$ cat src/design/frame_size_quality_controller_defines.svh
// assertion macros for the frame size quality controller
// no dependencies; included by the top level
`ifndef FRAME_SIZE_QUALITY_CONTROLLER_DEFINES_SVH
`define FRAME_SIZE_QUALITY_CONTROLLER_DEFINES_SVH

`ifndef ASSERT_OFF
// same-cycle implication
`define FSQC_ASSERT_IMP(lbl, clk, rst_n, ante, cons) \
  lbl: assert property (@(posedge clk) disable iff (!rst_n) (ante) |-> (cons)) \
    else $error("same-cycle check failed");
// next-cycle implication
`define FSQC_ASSERT_NXT(lbl, clk, rst_n, ante, cons) \
  lbl: assert property (@(posedge clk) disable iff (!rst_n) (ante) |=> (cons)) \
    else $error("next-cycle check failed");
`else
`define FSQC_ASSERT_IMP(lbl, clk, rst_n, ante, cons)
`define FSQC_ASSERT_NXT(lbl, clk, rst_n, ante, cons)
`endif

`endif

$ cat src/design/fsqc_pkg.sv
// shared widths, register indexes, constants and control structs
// no dependencies
package fsqc_pkg;

  localparam int BYTES_W    = 40;
  localparam int FRAME_W    = 32;
  localparam int LIMIT_W    = 32;
  localparam int QUAL_W     = 7;
  localparam int HOLD_W     = 5;
  localparam int DIVR_W     = FRAME_W + 1;
  localparam int DIV_STEPS  = BYTES_W;
  localparam int CNT_W      = $clog2(DIV_STEPS);
  localparam int IN_DATA_W  = 72;
  localparam int OUT_DATA_W = 48;
  localparam int CFG_ADDR_W = 2;
  localparam int CFG_DATA_W = 32;

  localparam logic [CFG_ADDR_W-1:0] REG_FRAME_LIMIT  = 2'd0;
  localparam logic [CFG_ADDR_W-1:0] REG_INIT_QUALITY = 2'd1;
  localparam logic [CFG_ADDR_W-1:0] REG_QUALITY_LOCK = 2'd2;

  localparam logic [QUAL_W-1:0] QUAL_RESET = 7'd80;
  localparam logic [QUAL_W-1:0] QUAL_FLOOR = 7'd10;
  localparam logic [QUAL_W-1:0] QUAL_CEIL  = 7'd95;
  localparam logic [QUAL_W-1:0] STEP_SMALL = 7'd1;
  localparam logic [QUAL_W-1:0] STEP_MID   = 7'd3;
  localparam logic [QUAL_W-1:0] STEP_LARGE = 7'd5;

  localparam logic [HOLD_W-1:0] HOLD_RESET = 5'd4;
  localparam int HOLD_FRAMES_DEF = 16;

  typedef struct packed {
    logic load;
    logic div_step;
    logic scale;
    logic compare;
    logic update;
  } fsqc_cmd_t;

  typedef struct packed {
    logic div_last;
  } fsqc_sts_t;

endpackage

$ cat src/design/fsqc_ctrl.sv
// sequencer for one frame step: load, serial divide, scale, compare, update
// depends on fsqc_pkg
module fsqc_ctrl (
  input  logic              clk,
  input  logic              rst_n,
  input  logic              in_tvalid,
  output logic              in_tready,
  output logic              out_tvalid,
  input  logic              out_tready,
  input  fsqc_pkg::fsqc_sts_t sts,
  output fsqc_pkg::fsqc_cmd_t cmd
);
  import fsqc_pkg::*;

  typedef enum logic [2:0] {ST_IDLE, ST_DIV, ST_SCALE, ST_CMP, ST_UPD} state_t;

  state_t state_r, state_nxt;
  logic   out_valid_r, out_valid_nxt;
  logic   out_free;

  assign out_free   = !out_valid_r || out_tready;
  assign in_tready  = (state_r == ST_IDLE);
  assign out_tvalid = out_valid_r;

  always_comb begin
    cmd           = '0;
    state_nxt     = state_r;
    out_valid_nxt = out_valid_r && !out_tready;
    unique case (state_r)
      ST_IDLE: begin
        if (in_tvalid) begin
          cmd.load  = 1'b1;
          state_nxt = ST_DIV;
        end
      end
      ST_DIV: begin
        cmd.div_step = 1'b1;
        if (sts.div_last) begin
          state_nxt = ST_SCALE;
        end
      end
      ST_SCALE: begin
        cmd.scale = 1'b1;
        state_nxt = ST_CMP;
      end
      ST_CMP: begin
        cmd.compare = 1'b1;
        state_nxt   = ST_UPD;
      end
      ST_UPD: begin
        // wait for the output register to drain
        if (out_free) begin
          cmd.update    = 1'b1;
          out_valid_nxt = 1'b1;
          state_nxt     = ST_IDLE;
        end
      end
      default: begin
        state_nxt = ST_IDLE;
      end
    endcase
  end

  always_ff @(posedge clk) begin
    if (!rst_n) begin
      state_r     <= ST_IDLE;
      out_valid_r <= 1'b0;
    end else begin
      state_r     <= state_nxt;
      out_valid_r <= out_valid_nxt;
    end
  end

endmodule

$ cat src/design/fsqc_datapath.sv
// config registers, controller state, bit-serial divider, threshold compare
// and output register; depends on fsqc_pkg
module fsqc_datapath #(
  parameter int HOLD_FRAMES = fsqc_pkg::HOLD_FRAMES_DEF
) (
  input  logic                            clk,
  input  logic                            rst_n,
  input  fsqc_pkg::fsqc_cmd_t             cmd,
  output fsqc_pkg::fsqc_sts_t             sts,
  input  logic [fsqc_pkg::IN_DATA_W-1:0]  in_tdata,
  input  logic                            cfg_wr_en,
  input  logic [fsqc_pkg::CFG_ADDR_W-1:0] cfg_addr,
  input  logic [fsqc_pkg::CFG_DATA_W-1:0] cfg_wdata,
  output logic [fsqc_pkg::OUT_DATA_W-1:0] out_tdata
);
  import fsqc_pkg::*;

  localparam int A10_W = BYTES_W + 4;
  localparam int A2_W  = BYTES_W + 1;
  localparam int L11_W = LIMIT_W + 4;
  localparam int L3_W  = LIMIT_W + 2;
  localparam int L2_W  = LIMIT_W + 1;

  // configuration and step state
  logic [LIMIT_W-1:0] limit_r;
  logic               lock_r;
  logic [QUAL_W-1:0]  quality_r, quality_nxt;
  logic [HOLD_W-1:0]  hold_r, hold_nxt;
  logic [BYTES_W-1:0] base_bytes_r, base_bytes_nxt;
  logic [FRAME_W-1:0] base_frame_r, base_frame_nxt;
  logic               fired;

  // per-item datapath
  logic [BYTES_W-1:0] in_bytes, bytes_r, diff_bytes;
  logic [FRAME_W-1:0] in_frame, frame_r;
  logic [DIVR_W-1:0]  divisor_r, rem_r, rem_nxt;
  logic [BYTES_W-1:0] quo_r, quo_nxt;
  logic [CNT_W-1:0]   cnt_r;
  logic [DIVR_W:0]    trial, trial_diff;
  logic               trial_ge;

  logic [A10_W-1:0]   a10_r;
  logic [A2_W-1:0]    a2_r;
  logic [L11_W-1:0]   l11_r, l9_r;
  logic [L3_W-1:0]    l3_r;
  logic [L2_W-1:0]    l2_r;
  logic               over_r, under_r, big2_r, big15_r;
  logic [QUAL_W-1:0]  step;

  logic [QUAL_W-1:0]  out_quality_r;
  logic [BYTES_W-1:0] out_avg_r;
  logic               out_adj_r;

  assign in_bytes   = in_tdata[BYTES_W-1:0];
  assign in_frame   = in_tdata[BYTES_W +: FRAME_W];
  assign diff_bytes = (in_bytes >= base_bytes_r) ? (in_bytes - base_bytes_r) : '0;

  // restoring divide, one quotient bit per step
  assign trial      = {rem_r, quo_r[BYTES_W-1]};
  assign trial_ge   = trial >= {1'b0, divisor_r};
  assign trial_diff = trial - {1'b0, divisor_r};
  assign rem_nxt    = trial_ge ? trial_diff[DIVR_W-1:0] : trial[DIVR_W-1:0];
  assign quo_nxt    = {quo_r[BYTES_W-2:0], trial_ge};

  assign sts.div_last = (cnt_r == CNT_W'(DIV_STEPS - 1));

  assign step = big2_r ? STEP_LARGE : (big15_r ? STEP_MID : STEP_SMALL);

  always_comb begin
    quality_nxt    = quality_r;
    hold_nxt       = hold_r;
    base_bytes_nxt = base_bytes_r;
    base_frame_nxt = base_frame_r;
    fired          = 1'b0;
    if (!lock_r && (over_r || under_r)) begin
      if (hold_r == '0) begin
        if (over_r) begin
          quality_nxt = (quality_r < QUAL_FLOOR + step) ? QUAL_FLOOR : (quality_r - step);
        end else begin
          quality_nxt = (quality_r >= QUAL_CEIL) ? QUAL_CEIL : (quality_r + STEP_SMALL);
        end
        hold_nxt       = HOLD_W'(HOLD_FRAMES);
        base_bytes_nxt = bytes_r;
        base_frame_nxt = frame_r;
        fired          = 1'b1;
      end else begin
        hold_nxt = hold_r - 1'b1;
      end
    end
  end

  always_ff @(posedge clk) begin
    if (!rst_n) begin
      limit_r      <= '0;
      lock_r       <= 1'b0;
      quality_r    <= QUAL_RESET;
      hold_r       <= HOLD_RESET;
      base_bytes_r <= '0;
      base_frame_r <= '0;
    end else begin
      if (cfg_wr_en) begin
        unique case (cfg_addr)
          REG_FRAME_LIMIT:  limit_r   <= cfg_wdata[LIMIT_W-1:0];
          REG_INIT_QUALITY: quality_r <= cfg_wdata[QUAL_W-1:0];
          REG_QUALITY_LOCK: lock_r    <= cfg_wdata[0];
          default: ;
        endcase
      end
      if (cmd.update) begin
        quality_r    <= quality_nxt;
        hold_r       <= hold_nxt;
        base_bytes_r <= base_bytes_nxt;
        base_frame_r <= base_frame_nxt;
      end
    end
  end

  always_ff @(posedge clk) begin
    if (cmd.load) begin
      bytes_r   <= in_bytes;
      frame_r   <= in_frame;
      divisor_r <= {1'b0, in_frame - base_frame_r} + DIVR_W'(1);
      rem_r     <= '0;
      quo_r     <= diff_bytes;
      cnt_r     <= '0;
    end
    if (cmd.div_step) begin
      rem_r <= rem_nxt;
      quo_r <= quo_nxt;
      cnt_r <= cnt_r + 1'b1;
    end
    if (cmd.scale) begin
      a10_r <= A10_W'({quo_r, 3'b000}) + A10_W'({quo_r, 1'b0});
      a2_r  <= {quo_r, 1'b0};
      l11_r <= L11_W'({limit_r, 3'b000}) + L11_W'({limit_r, 1'b0}) + L11_W'(limit_r);
      l9_r  <= L11_W'({limit_r, 3'b000}) + L11_W'(limit_r);
      l3_r  <= L3_W'({limit_r, 1'b0}) + L3_W'(limit_r);
      l2_r  <= {limit_r, 1'b0};
    end
    if (cmd.compare) begin
      over_r  <= a10_r > A10_W'(l11_r);
      under_r <= a10_r < A10_W'(l9_r);
      big2_r  <= quo_r > BYTES_W'(l2_r);
      big15_r <= a2_r > A2_W'(l3_r);
    end
    if (cmd.update) begin
      out_quality_r <= quality_nxt;
      out_avg_r     <= quo_r;
      out_adj_r     <= fired;
    end
  end

  assign out_tdata = {out_adj_r, out_avg_r, out_quality_r};

endmodule

$ cat src/design/frame_size_quality_controller.sv
// frame size quality controller: one result per frame transfer
// sequence: the operands load at the input transfer, then the bit-serial divide steps,
//   scale, compare and update follow; out_tvalid rises with the update
// the bit-serial 40-bit divider handles one frame at a time, so a new frame is taken
//   only once the last one is through; a result still held by the receiver stalls the update step
// reset (rst_n low, synchronous): quality 80, hold count 4, origins 0, limit 0,
//   unlocked; the output register keeps one finished result while the next frame runs
`include "frame_size_quality_controller_defines.svh"

module frame_size_quality_controller #(
  parameter int HOLD_FRAMES = fsqc_pkg::HOLD_FRAMES_DEF
) (
  input  logic                            clk,
  input  logic                            rst_n,
  // input channel
  input  logic                            in_tvalid,
  output logic                            in_tready,
  input  logic [fsqc_pkg::IN_DATA_W-1:0]  in_tdata,   // bytes_written[39:0], frame_number[71:40]
  // result channel
  output logic                            out_tvalid,
  input  logic                            out_tready,
  output logic [fsqc_pkg::OUT_DATA_W-1:0] out_tdata,  // quality[6:0], average_size[46:7],
                                                      // adjusted[47]
  // configuration writes
  input  logic                            cfg_wr_en,
  input  logic [fsqc_pkg::CFG_ADDR_W-1:0] cfg_addr,   // 0 limit, 1 initial quality, 2 lock
  input  logic [fsqc_pkg::CFG_DATA_W-1:0] cfg_wdata
);
  import fsqc_pkg::*;

  // controller to datapath commands and back
  fsqc_cmd_t cmd;
  fsqc_sts_t sts;

  // the sequencer owns the handshakes; the output valid flag lives there
  fsqc_ctrl u_ctrl (
    .clk        (clk),
    .rst_n      (rst_n),
    .in_tvalid  (in_tvalid),
    .in_tready  (in_tready),
    .out_tvalid (out_tvalid),
    .out_tready (out_tready),
    .sts        (sts),
    .cmd        (cmd)
  );

  // all arithmetic, state and the result register
  fsqc_datapath #(
    .HOLD_FRAMES (HOLD_FRAMES)
  ) u_datapath (
    .clk       (clk),
    .rst_n     (rst_n),
    .cmd       (cmd),
    .sts       (sts),
    .in_tdata  (in_tdata),
    .cfg_wr_en (cfg_wr_en),
    .cfg_addr  (cfg_addr),
    .cfg_wdata (cfg_wdata),
    .out_tdata (out_tdata)
  );

  // a frame transfer starts the divide, so the input side closes right after it
  `FSQC_ASSERT_NXT(a_busy_after_transfer, clk, rst_n, in_tvalid && in_tready, !in_tready)

  // a result the receiver has not taken stays offered and unchanged
  `FSQC_ASSERT_NXT(a_out_held, clk, rst_n, out_tvalid && !out_tready, out_tvalid && $stable(out_tdata))

endmodule
$ cat config.mk
export PLATFORM = sky130hd
export DESIGN_NAME = frame_size_quality_controller
export DESIGN_NICKNAME = d
export VERILOG_FILES = /design/src/design/fsqc_pkg.sv /design/src/design/fsqc_ctrl.sv /design/src/design/fsqc_datapath.sv /design/src/design/frame_size_quality_controller.sv
export VERILOG_INCLUDE_DIRS = /design/src /design/src/design
export SDC_FILE = /design/constraint.sdc
export NUM_CORES = 2
export LEC_CHECK = 0
export BUFFER_PORTS_ARGS = -buffer_cell sky130_fd_sc_hd__buf_2
export CORE_MARGIN = 3
export CORE_UTILIZATION = 31
export DETAILED_ROUTE_END_ITERATION = 12
export SLEW_MARGIN = 15
export SYNTH_ARGS = -nofsm -noshare
export SYNTH_HDL_FRONTEND = slang
export SYNTH_SLANG_ARGS = --single-unit
$ cat constraint.sdc
create_clock -name clk -period 19.1 [get_ports clk]
set_clock_uncertainty 0.15 [all_clocks]
set_input_delay 5.73 -clock clk [delete_from_list [all_inputs] [get_ports clk]]
set_output_delay 5.73 -clock clk [all_outputs]
set_load 0.02 [all_outputs]
-- Word-level counts from Yosys, hierarchy flattened
Cells that the tools add are included.
- mux-type cells: 33
- reductions and logical operators: 19
- $lt $le $gt $ge: 8
- add/subtract/negate cells: 14
- equality and inequality tests: 10
- operators by type and width (cell ; number):
    40-bit 2-to-1 mux ; 3
    33-bit 2-to-1 mux ; 3
    7-bit 2-to-1 mux ; 9
    43-bit by 41-bit adder with 44-bit output ; 1
    44-bit by 36-bit > comparator with 1-bit output ; 1
    44-bit by 36-bit < comparator with 1-bit output ; 1
    41-bit by 34-bit > comparator with 1-bit output ; 1
    40-bit greater-or-equal comparator ; 1
    40-bit by 33-bit > comparator with 1-bit output ; 1
    40-bit subtractor ; 1
    35-bit by 32-bit adder with 36-bit output ; 1
    35-bit by 33-bit adder with 36-bit output ; 1
    36-bit by 32-bit adder with 36-bit output ; 1
    33-bit by 32-bit adder with 34-bit output ; 1
    34-bit by 33-bit greater-or-equal comparator with 1-bit output ; 1
    32-bit by 1-bit adder with 33-bit output, second input constant ; 1
    33-bit subtractor ; 1
    32-bit subtractor ; 1
    3-bit one-hot mux with 5 select lines ; 1
    6-bit 2-to-1 mux ; 2
    1-bit 2-to-1 mux ; 10
    3-bit 2-to-1 mux ; 3
    2-bit AND reduction ; 4
    4-bit by 7-bit adder with 7-bit output, first input constant ; 1
    24 further kinds ; 33
- bits in registers: 579
- logic and storage cells: 111

-- Logic depth before layout (Yosys ltp)
- depth in word-level cells: 9
- depth in mapped cells: 16
- depth with buffers taken out: 15

-- Cells and area by module
A second synthesis with hierarchy kept.
- cell total of the unflattened synthesis: 3549
- area, all modules: 36164.7 µm²
- modules (own cells, without submodules) (module ; instances ; sequential area each (µm²) ; area an instance (µm²) ; cells each):
    fsqc_datapath ; 1 ; 15795.1 ; 35938.2 ; 3526
    fsqc_ctrl ; 1 ; 80.1 ; 226.5 ; 23

-- Least setup slack after synthesis
Ideal clock, no wire load.
- kind: register to register
- start: reg u_ctrl.state_r[2]
- end: reg u_datapath.a10_r[10], enable pin
- setup slack: 2.095 ns
- arrival time: 15.768 ns
- library setup time: 1.087 ns
- data required time: 17.863 ns
- stages on the path, launching flop included: 3
- cell sequence: dfxtp_1 -> clkbuf_1 -> nor3b_1
- cells in the longest elaborated chain, start to end: 2
- ends and longest elaborated chain (item ; RTL line ; RTL):
    from (decl) ; fsqc_ctrl.sv:17 ; state_t state_r, state_nxt;
    from (signal assigned) ; fsqc_ctrl.sv:69 ; state_r <= state_nxt;
    3-bit by 2-bit == test with 1-bit output ; fsqc_ctrl.sv:29 ; unique case (state_r)
    1-bit 2-to-1 mux ; fsqc_ctrl.sv:29 ;
    to (signal assigned) ; fsqc_datapath.sv:133 ; a10_r <= A10_W'({quo_r, 3'b000}) + A10_W'({quo_r, 1'b0});
    to (decl) ; fsqc_datapath.sv:42 ; logic [A10_W-1:0] a10_r;
No other way between the ends.
A chain may end at the register's enable or synchronous reset.

-- Worst setup path after layout
- start: in in_tdata[0] (netlist name)
- end: reg u_datapath.quo_r[7], data pin
- cells in the longest elaborated chain, start to end: 4
- elaborated cells on any way between the ends: 5
- ends and longest elaborated chain (item ; RTL line ; RTL):
    from (decl) ; frame_size_quality_controller.sv:18 ; input logic [fsqc_pkg::IN_DATA_W-1:0] in_tdata,
    40-bit subtractor or 40-bit greater-or-equal comparator (tied branches) ; fsqc_datapath.sv:56 ; assign diff_bytes = (in_bytes >= base_bytes_r) ? (in_bytes - base_bytes_r) : '0;
    40-bit 2-to-1 mux * ; fsqc_datapath.sv:56 ;
    40-bit 2-to-1 mux * ; fsqc_datapath.sv:119 ; if (cmd.load) begin
    40-bit 2-to-1 mux * ; fsqc_datapath.sv:127 ; if (cmd.div_step) begin
    to (signal assigned) ; fsqc_datapath.sv:124 ; quo_r <= diff_bytes;
    to (signal assigned) ; fsqc_datapath.sv:129 ; quo_r <= quo_nxt;
    to (decl) ; fsqc_datapath.sv:37 ; logic [BYTES_W-1:0] quo_r, quo_nxt;
Mark *: on every way between the ends. The rest lies on a longest branch, timed or not. The select of a mux whose other input is x is not followed.

==> summary.md <==
| Metric | Value |
|---|---|
| Yosys reg bits | `569` |
| CP max stage delay | `0.72 ns` |
| Remaining DRCs | `0` |
| Clock network power share | `0.386` |
| GP Congestion | `0.8946` |
| Slew margin rel. | `0.2410` |
| DRT iter0 DRCs | `1,647` |
| Number of flops mapped to enable cells by yosys | `448` |
| Site Rows | `124` |
| Cell area after synthesis | `36,120 µm²` |
| Yosys warns | `0` |
| Setup TNS Final | `0 ns` |
| Num ports | `161` |
| Internal | `2.502 mW` |
| Final setup fails | `0` |
| Arr. time, crit path | `9.71 ns` |
| Antenna viol nets, final | `0` |
| Period utilization | `0.4992` |
| Combinational fraction of design power | `0.185` |
| Max-slew violation count | `0` |
| Leakage | `17.12 nW` |
| Crit Path Class | `in2reg` |
| Tot GR Track Use | `0.1547` |
| Register-to-Register Setup Slack | `14.16 ns` |
| Chip height | `347.3 µm` |
| Vias/cell | `5.007` |
| Crit end category | `register` |
| Vias in the first global route | `25,810` |
| Syn Area/Cell | `10.12 µm²` |
| P_sw | `980.3 µW` |
| Placed Area | `38,700 µm²` |
| Synth top area share | `0.3725` |
| CP Cell Sequence | `buf_2, inv_1, ha_1, inv_1, fa_1, a21o_1, a221oi_1, nor3_1, a211oi_1, nor2b_1, o21ai_0, a21oi_1, o31a_1, inv_1, o21ai_0` |
| Initial Util | `0.3142` |
| Clk sinks | `569` |
| Final wirelength | `94,690 µm` |
| Postcts setup bufs | `0` |
| Seq/Total Area, Yosys | `0.4395` |
| Area contributors post-synth | `edfxtp_1 37%, ha_1 13%, dfxtp_1 6.7%` |
| Peak supply drop | `0.00007576 V` |
| Area grow syn2layout | `13.50%` |
| Power Density | `84.96 nW/µm²` |
| Post-synth top area cell | `edfxtp_1` |
| Hold Vio Cnt, Final | `0` |
| Post-cts sizing count | `0` |
| WL/cell | `17.83 µm` |
| Die Wd | `347.3 µm` |
| HPWL after DPL | `71,500 µm` |
| Crit path time final | `9.535 ns` |
| Share of cells above drive strength 1 | `0.08538` |
| Unrepaired setup endpoints after global routing | `false` |
| CTS tree | `yes` |
| CTS buffer count | `68` |
| Worst reg-to-reg path cell count | `14` |
| Design area | `40,990 µm²` |
| CP max stage cell | `inv_1` |
| Largest net degree at the start of global routing | `155` |
| Hold Path Class | `reg2reg` |
| WP data required | `19.28 ns` |
| Worst Hold Depth | `2` |
| 1st-pass router iterations | `5` |
| Max-cap violation count | `0` |
| Clock transition at path regs | `0.06 ns` |
| Grt total ovfl | `0` |
| Crit Path Max Fanout | `35` |
| Reg power frac | `0.430` |
| Outcome | `complete, no violations` |
| Core Region | `115,000 µm²` |
| Achievable clock frequency | `104.9 MHz` |
| Number of library cell types mapped by synthesis | `86` |
| Synth Flop Type | `edfxtp_1` |
| Vias | `26,600` |
| Crit-path most repeated cell | `inv_1` |
| Die ar. | `120,600 µm²` |
| Switching share of power | `0.2815` |
| H-tree levels | `3` |
| CTS root buffer | `clkbuf_16` |
| Ys async rst share | `0` |
| Mapped Cells | `3,568` |
| CTS Hold Bufs | `0` |
| Nets | `4,266` |
| Pin slew with the least headroom to its limit | `1.138 ns` |
| Post-Syn Nets | `4,094` |
| IO Port Bufs | `160` |
| CTS max path bufs | `3` |
| First-pass GRT wire length | `147,600 µm` |
| Worst setup SP type | `input port` |
| Latest clock arrival within the worst-skew pair | `0.62 ns` |
| Initial antenna violation count | `9` |
## Yosys cell counts (all sizes together) (38+ instances only)
master	number
a21boi	118
a21o	148
a21oi	250
clkbuf	64
dfxtp	121
edfxtp	448
ha	378
inv	323
nand2	385
nand2b	46
nand3	52
nand4	51
nor2	187
nor2b	54
nor3	43
o21ai	166
o21bai	38
xnor2	163
xor2	75
## cells in the final DEF, fill, tap and decap left out, drive strengths merged, types with 34 or more instances in the layout
cell / instances
edfxtp: 448
nand2: 385
ha: 378
and3: 34
fa: 37
xor2: 75
o21ai: 166
inv: 328
nor2: 187
nor3: 43
nand2b: 46
nand3: 52
o21a: 35
nor2b: 54
xnor2: 163
buf: 180
a21oi: 250
clkbuf: 94
a21o: 148
o21bai: 38
dfxtp: 121
nand4: 51
a21boi: 118
## power groups by stage
stage	clock network (mW)	logic [mW]	registers, mW
final	1.34	0.644	1.50
after global routing	1.43	0.722	1.50
after CTS	1.38	0.642	1.50
after detailed placement	0	0.639	1.52
after global placement	0	0.630	1.52
after floorplan	0	0.492	1.48
## final cells by class
cell class                      count  area (µm²)
Inverter                          324        1216
Tap cell                         1512        1892
Clock buffer                       94        1891
Fill cell                       11490       73970
Antenna cell                        5       12.51
Multi-Input combinational cell   2597       18750
Timing Repair Buffer              180       965.9
Clock inverter                     31       392.9
Sequential cell                   569       15880
## metrics by stage
stage / setup slack [ns] / util / std cells / hold WS [ns] / total power [mW]
floorplan: 2.095 / - / 3568 / 0.2935 / 1.976
global placement: 8.921 / 0.3366 / 5182 / 0.3017 / 2.151
detailed placement: 8.809 / 0.3366 / 5182 / 0.3097 / 2.161
CTS: 9.485 / 0.3565 / 5307 / 0.3174 / 3.515
global route: 9.149 / 0.3565 / 5308 / 0.3327 / 3.649
finish: 9.565 / 0.3566 / 5312 / 0.3115 / 3.483
## cell families (layout without fill, tap and decap cells)
| group | after synthesis | in the layout | synth area share |
|---|---|---|---|
| xor+xnor | 238 | 238 | 0.05792 |
| fa+ha+maj | 415 | 415 | 0.1515 |
| flops | 569 | 569 | 0.4395 |
| buf+inv | 402 | 629 | 0.04226 |
| simple gates | 958 | 958 | 0.1261 |
| compound gates | 953 | 953 | 0.1737 |
| other cells | 1 | 6 | 0.0001038 |
| mux | 32 | 32 | 0.008869 |
## per-layer routing
layer / vias to the layer above / part of all wire / GRT usage
met5: - / 0.00014 / 0
met4: 2 / 0.025 / 0.04501
met3: 122 / 0.050 / 0.02595
met2: 530 / 0.46 / 0.2552
met1: 12680 / 0.46 / 0.2087
li1: 13260 / - / -
## final timing paths
path | from | endpoint
min | u_datapath.base_frame_r[25] | u_datapath.base_frame_r[25]
max | in_tdata[0] | u_datapath.quo_r[7]
min reg2reg | u_datapath.base_frame_r[25] | u_datapath.base_frame_r[25]
max reg2reg | u_datapath.quo_r[39] | u_datapath.rem_r[26]
## flip-flops by register name (all words and copies together) (netlist names), 34 cells and up
| signal | flops |
|---|---|
| u_datapath.quo_r | 40 |
| u_datapath.a10_r | 41 |
| u_datapath.out_avg_r | 40 |
| u_datapath.base_bytes_r | 40 |
| u_datapath.a2_r | 40 |
| u_datapath.l3_r | 34 |
| u_datapath.l9_r | 35 |
| u_datapath.bytes_r | 40 |
## critical path: cells and delay by family
kind | cells | cell delay [ns]
AO/OA/AOI/OAI | 7 | 2.27
adder cells (fa/ha/maj) | 2 | 0.55
buffers and inverters | 4 | 0.93
AND/OR/NAND/NOR | 2 | 0.22
No activity file was read; power rests on OpenSTA's default activity.
